File: src/tsre_pkg.sv
`timescale 1ns / 1ps
// ----------------------------------------------------------------------------
// tsre_pkg
// shared types, constants and the per-qubit pauli product exponent
// ----------------------------------------------------------------------------
package tsre_pkg;

	localparam int QUBITS_DEF = 64;

	localparam int ACTION_W = 2;
	localparam int ROW_IDX_W = 8;
	localparam int GEN_W = 7;
	localparam int NQ_W = 7;
	localparam int PHASE_W = 2;

	localparam logic [NQ_W-1:0] QUBIT_COUNT_RST = 7'd64;

	typedef enum logic [ACTION_W-1:0] {
		ACT_COPY = 2'd0,
		ACT_SWAP = 2'd1,
		ACT_SET  = 2'd2,
		ACT_MUL  = 2'd3
	} action_t;

	// controller to datapath
	typedef struct packed {
		logic take;
		logic rd_k;
		logic rd_i;
		logic cap_k;
		logic cap_i;
		logic wr_top;
		logic wr_k;
		logic wr_i;
		logic res_zero;
	} cmd_t;

	// datapath to controller
	typedef struct packed {
		logic                item_ok;
		action_t             action;
		logic [PHASE_W-1:0]  phase;
	} status_t;

	// exponent of i picked up when multiplying pauli (xk,zk) into (xi,zi)
	function automatic logic [1:0] pauli_exp(input logic xk, input logic zk,
			input logic xi, input logic zi);
		logic [1:0] e;
		e = 2'd0;
		unique case ({xk, zk})
			2'b10: begin
				if (xi && zi) e = 2'd1;
				else if (!xi && zi) e = 2'd3;
			end
			2'b11: begin
				if (!xi && zi) e = 2'd1;
				else if (xi && !zi) e = 2'd3;
			end
			2'b01: begin
				if (xi && !zi) e = 2'd1;
				else if (xi && zi) e = 2'd3;
			end
			2'b00: e = 2'd0;
		endcase
		return e;
	endfunction

endpackage

File: src/tsre_ctrl.sv
`timescale 1ns / 1ps
// ----------------------------------------------------------------------------
// tsre_ctrl
// action sequencer and result word register
// ----------------------------------------------------------------------------
module tsre_ctrl (
	input  logic                         clk,
	input  logic                         arst_n,
	input  logic                         item_valid,
	output logic                         item_ready,
	output logic                         result_valid,
	input  logic                         result_ready,
	output logic [tsre_pkg::PHASE_W-1:0] result_phase,
	output tsre_pkg::cmd_t               cmd,
	input  tsre_pkg::status_t            status
);

	typedef enum logic [8:0] {
		ST_IDLE   = 9'b000000001,
		ST_DECODE = 9'b000000010,
		ST_RD_K   = 9'b000000100,
		ST_RD_I   = 9'b000001000,
		ST_LOAD   = 9'b000010000,
		ST_WR_TOP = 9'b000100000,
		ST_WR_K   = 9'b001000000,
		ST_WR_I   = 9'b010000000,
		ST_DONE   = 9'b100000000
	} state_t;

	state_t                       state_q, state_d;
	logic                         out_valid_q;
	logic [tsre_pkg::PHASE_W-1:0] out_phase_q;
	logic                         out_load;

	always_comb begin
		state_d  = state_q;
		cmd      = '0;
		out_load = 1'b0;
		unique case (state_q)
			ST_IDLE: begin
				if (item_valid) begin
					cmd.take = 1'b1;
					state_d  = ST_DECODE;
				end
			end
			ST_DECODE: begin
				if (!status.item_ok) begin
					cmd.res_zero = 1'b1;
					state_d      = ST_DONE;
				end else if (status.action == tsre_pkg::ACT_SET) begin
					state_d = ST_WR_I;
				end else begin
					state_d = ST_RD_K;
				end
			end
			ST_RD_K: begin
				cmd.rd_k = 1'b1;
				state_d  = ST_RD_I;
			end
			ST_RD_I: begin
				cmd.rd_i  = 1'b1;
				cmd.cap_k = 1'b1;
				state_d   = ST_LOAD;
			end
			ST_LOAD: begin
				cmd.cap_i = 1'b1;
				if (status.action == tsre_pkg::ACT_SWAP) state_d = ST_WR_TOP;
				else state_d = ST_WR_I;
			end
			ST_WR_TOP: begin
				cmd.wr_top = 1'b1;
				state_d    = ST_WR_K;
			end
			ST_WR_K: begin
				cmd.wr_k = 1'b1;
				state_d  = ST_WR_I;
			end
			ST_WR_I: begin
				cmd.wr_i = 1'b1;
				state_d  = ST_DONE;
			end
			ST_DONE: begin
				if (!out_valid_q || result_ready) begin
					out_load = 1'b1;
					state_d  = ST_IDLE;
				end
			end
			default: state_d = ST_IDLE;
		endcase
	end

	always_ff @(posedge clk or negedge arst_n) begin
		if (!arst_n) begin
			state_q     <= ST_IDLE;
			out_valid_q <= 1'b0;
		end else begin
			state_q <= state_d;
			if (out_load) out_valid_q <= 1'b1;
			else if (result_ready) out_valid_q <= 1'b0;
		end
	end

	always_ff @(posedge clk) begin
		if (out_load) out_phase_q <= status.phase;
	end

	assign item_ready   = (state_q == ST_IDLE);
	assign result_valid = out_valid_q;
	assign result_phase = out_phase_q;

endmodule

File: config.mk
export PLATFORM = sky130hd
export DESIGN_NAME = tsre_ctrl
export DESIGN_NICKNAME = d
export VERILOG_FILES = /design/src/tsre_pkg.sv /design/src/tsre_ctrl.sv
export SDC_FILE = /design/constraint.sdc
export NUM_CORES = 1
export LEC_CHECK = 0
export ABC_AREA = 1
export BUFFER_PORTS_ARGS = -buffer_cell sky130_fd_sc_hd__buf_2
export CAP_MARGIN = 0
export CELL_PAD_IN_SITES_DETAIL_PLACEMENT = 1
export CELL_PAD_IN_SITES_GLOBAL_PLACEMENT = 1
export CORE_MARGIN = 5
export CORE_UTILIZATION = 32
export CTS_CLUSTER_DIAMETER = 60
export DETAILED_ROUTE_END_ITERATION = 10
export PLACE_DENSITY = 0.74
export REMOVE_ABC_BUFFERS = 1
export SLEW_MARGIN = 25
export SYNTH_ARGS = -nofsm -noshare
export SYNTH_HDL_FRONTEND = slang
export SYNTH_SLANG_ARGS = --single-unit
File: constraint.sdc
create_clock -name clk -period 2.9 [get_ports clk]
set_clock_uncertainty 0.15 [all_clocks]
set_input_delay 0.58 -clock clk [delete_from_list [all_inputs] [get_ports clk]]
set_output_delay 0.58 -clock clk [all_outputs]
set_load 0.01 [all_outputs]
==> Yosys cells after proc, flatten, opt, wreduce, memory -nomap -nowiden <==
Cells that the tools add are included.
Widths: inputs -> output; s select.
{ "op_classes": {"muxes": 20, "n_eq_ne": 13, "reduce_logical": 4} }
{ "ops": {"columns": ["operator", "n"], "rows": [
  ["$pmux 9 s9", 1],
  ["$mux 9", 3],
  ["$mux 8", 2],
  ["$mux 1", 13],
  ["$eq 9x1->1 const B", 1],
  ["$eq 9x2->1 const B", 1],
  ["$eq 9x3->1 const B", 1],
  ["$eq 9x4->1 const B", 1],
  ["$eq 9x5->1 const B", 1],
  ["$eq 9x6->1 const B", 1],
  ["$eq 9x7->1 const B", 1],
  ["$eq 9x8->1 const B", 1],
  ["$eq 9x9->1 const B", 1],
  ["$ne 2x2->1 const B", 2],
  ["$eq 2x1->1 const B", 1],
  ["$eq 2x2->1 const B", 1],
  ["$mux 2", 1],
  ["$reduce_and 2->1", 1],
  ["$reduce_bool 2->1", 1],
  ["$logic_not 1->1", 1],
  ["$logic_or 1x1->1", 1]
]} }
{ "totals": {"in_bits": 9, "regBits": 12, "elab_cells": 40, "out_inout_bits": 13} }

==> Logic depth before layout (Yosys ltp) <==
{ "depth": {"depth_word": 5, "ltp_mapped": 8, "ltp_nobuf": 8} }

==> Worst setup path before layout <==
OpenSTA, ideal clock, no wires.
{ "synth_path": {"kind": "register to output", "startpoint": "reg state_q[5]", "endpoint": "out cmd[6] in the netlist's numbering", "path_buffers": 1, "path_stages_with_launch": 7, "setup_slack_ps": 1147, "t_required_ps": 2170, "arrival_time_ps": 1023, "cell_sequence": "dfrtp_1 > nor2_4 > nand2_1 > inv_1 > nand3_1 > inv_1 > buf_4"} }
{ "synth_rtl": {"columns": ["element", "line_no", "text"], "rows": [
  ["start, declared", "tsre_ctrl.sv:30", "state_t state_q, state_d;"],
  ["start signal, assigned", "tsre_ctrl.sv:97", "state_q <= state_d;"],
  ["end, declared", "tsre_ctrl.sv:14", "output tsre_pkg::cmd_t cmd,"]
]} }

==> key figures <==
Clocking
  • Postcts setup bufs: 0
  • Clk root buf: clkbuf_4
  • TritonCTS clock tree: built
  • Clock slew at reported path FFs: 70 ps
  • Htree depth: 1
  • Clock Sinks: 12
  • CTS max path bufs: 2
  • Skew-Pair Late Insertion Delay: 270 ps
  • Hold-fix buffers, CTS: 0
  • Total CTS buffers: 3
  • Post-cts sizing count: 0

Synthesis
  • Synthesized netlist cell count: 97
  • Synthesized cell area: 684 um2
  • YS warnings: 0
  • #FFs+latches synth: 12
  • Avg Cell Area, Syn: 7.06 um2
  • Cell variety after synth: 17
  • Register area share after synthesis: 0.455

Layout
  • Reg area: 312 um2
  • Share of layout cells above drive strength 1: 0.264
  • Fillcell total: 265
  • Ant. Diodes: 0
  • Area of the multi-input gates: 272 um2
  • Layout area overhead: 24.5%
  • Final nets: 131
  • Post-Layout Cell Count: 148

Worst setup path
  • Arrival time worst endpoint: 1400 ps
  • CP most frequent cell: nor2_1
  • Category of the most critical setup path: flop to output port
  • Critical path's largest stage delay: 560 ps
  • CP max-delay cell: dfstp_2
  • Required @ worst endpoint: 2170 ps
  • Endpoint class of the critical path: output port
  • CP cell instances: nand2_1, nor2_1, nand2_2, nor2_1, buf_2
  • CP Launch Type: flop
  • Crit path max fanout: 4

Power
  • Comb pwr share: 0.358
  • Pwr/cell area: 637 nW/um2
  • Net Sw Power: 196 uW
  • Leakage Power: 0.000568 uW
  • Max VDD drop: 0.292 mV
  • Internal: 347 uW
  • Switching portion of total power: 0.361
  • Clock power share: 0.241
  • Seq pwr share: 0.402

Global route
  • Global-route wire length before repair: 2.99 mm
  • GRT Total Usage: 0.121
  • Largest net degree at the start of global routing: 11
  • Initial antenna violation count: 0
  • Vias in the first global route: 702
  • GRT overflow: 0

Die
  • Die Area: 3160 um2
  • Row cnt: 16
  • CORE AREA: 2000 um2
  • Starting density of the core: 0.342
  • Die X-Extent: 56.2 um
  • IO Pins: 22
  • Die height: 56.2 um

Routing
  • Drt total wl: 1.63 mm
  • Drt pass-1 iters: 4
  • DR WL/cell: 11.0 um
  • Drt drc: 0
  • First-iteration detailed-routing DRC count: 6
  • Routed vias/inst: 4.43
  • Final ANT Viol Nets: 0
  • Routed via count: 655

Placement
  • RD Place Congestion: 0.883
  • DPL Wire Length: 1.39 mm
  • Placed cells: 144
  • IO buf count: 21

Run status
  • Outcome: complete, no violations

STA
  • Final setup viols: 0
  • RSZ-0062 raised after global routing: false
  • Fmax achieved: 470 MHz
  • Slew margin rel.: 0.813
  • Slew @ Worst Pin: 278 ps
  • Final Max Tran Viols: 0
  • Min cycle time layout: 2130 ps
  • Fin. Hold Viols: 0
  • Post-route setup TNS: 0 ps
  • Final critical-path share of the clock period: 0.733

Flow run
  • Max Cap Viol: 0

Min path
  • Worst hold path type: primary input to asynchronous set/reset pin
==> registers in the layout, summed over array words and instances, names as in the netlist <==
| signal | flops |
|---|---|
| result_phase | 2 |
| result_valid | 1 |
| state_q | 9 |
==> worst max-delay path, delay by kind of cell, from the launching register on <==
kind,cells,cell delay (ps)
AND/OR/NAND/NOR,4,430
buffers and inverters,1,130
flip-flops,1,560
==> path summary, 6_finish.rpt <==
kind                         startpoint              end  slack (ps)  depth (start not counted)
min in group clk              status[0]  result_phase[0]         330                          1
max                          state_q[0]           cmd[8]         770                          5
min reg2reg                result_valid     result_valid         390                          2
max reg2reg                  state_q[0]       state_q[0]        1460                          8
max in group asynchronous        arst_n       state_q[0]        2340                          1
min                              arst_n       state_q[7]           5                          1
==> metal layers <==
| layer | up-vias | GRT usage | share of wire |
|---|---|---|---|
| li1 | 333 | - | - |
| met5 | - | 0 | 0 |
| met4 | 0 | 0.0508 | 0.015 |
| met3 | 2 | 0.0487 | 0.067 |
| met1 | 300 | 0.141 | 0.44 |
| met2 | 20 | 0.194 | 0.48 |
==> area by class of cell <==
class | count | share of cell area
Inverter | 25 | 0.110
Tap cell | 27 | 0.0396
Sequential cell | 12 | 0.366
Timing Repair Buffer | 21 | 0.123
Clock buffer | 4 | 0.0426
Multi-Input combinational cell | 59 | 0.319
==> power by group through the flow <==
stage / logic (uW) / registers [uW] / clock network (uW)
2_1_floorplan: 137 / 219 / 0
3_3_place_gp: 188 / 223 / 0
3_5_place_dp: 196 / 222 / 0
4_1_cts: 200 / 219 / 138
5_1_grt: 231 / 222 / 147
6_report: 194 / 218 / 131
==> synth_stat cells <==
cell type | n | area [um2]
a21oi_1 | 1 | 5.00
dfstp_2 | 1 | 26.3
nor2_4 | 2 | 22.5
inv_1 | 24 | 90.1
nand3b_1 | 1 | 7.51
buf_4 | 1 | 7.51
nand2_1 | 20 | 75.1
nor2_1 | 18 | 67.6
nand3_1 | 8 | 40.0
edfxtp_1 | 2 | 60.1
o211ai_1 | 2 | 15.0
nor2_2 | 1 | 6.26
dfrtp_1 | 9 | 225
nor3_1 | 2 | 10.0
inv_2 | 1 | 3.75
nand2_2 | 2 | 12.5
o21ai_0 | 2 | 10.0
==> layout by cell type (no fill, tap or decap), drive strengths merged <==
master / count
a21oi: 1
buf: 21
clkbuf: 4
dfrtp: 9
dfstp: 1
edfxtp: 2
inv: 25
nand2: 22
nand3: 8
nand3b: 1
nor2: 21
nor3: 2
o211ai: 2
o21ai: 2
==> per-stage QoR <==
step | instance area (um2) | hold slack [ps] | utilization | worst slack, ps | power, uW
after floorplan | 677 | 134 | - | 1200 | 356
after global placement | 816 | 307 | 0.408 | 1100 | 411
after detailed placement | 816 | 305 | 0.408 | 1070 | 418
after CTS | 852 | 2.33 | 0.426 | 751 | 556
after global routing | 852 | 1.76 | 0.426 | 604 | 600
final | 852 | 5.39 | 0.426 | 773 | 543
==> kinds of logic (layout without fill, tap and decap cells) <==
kind of cell / Yosys count / count (layout) / synth area share
compound gates: 5 / 5 / 0.0439
flops: 12 / 12 / 0.455
buf+inv: 26 / 50 / 0.148
simple gates: 54 / 54 / 0.353
Note: power is estimated with default switching activity, not from simulation.
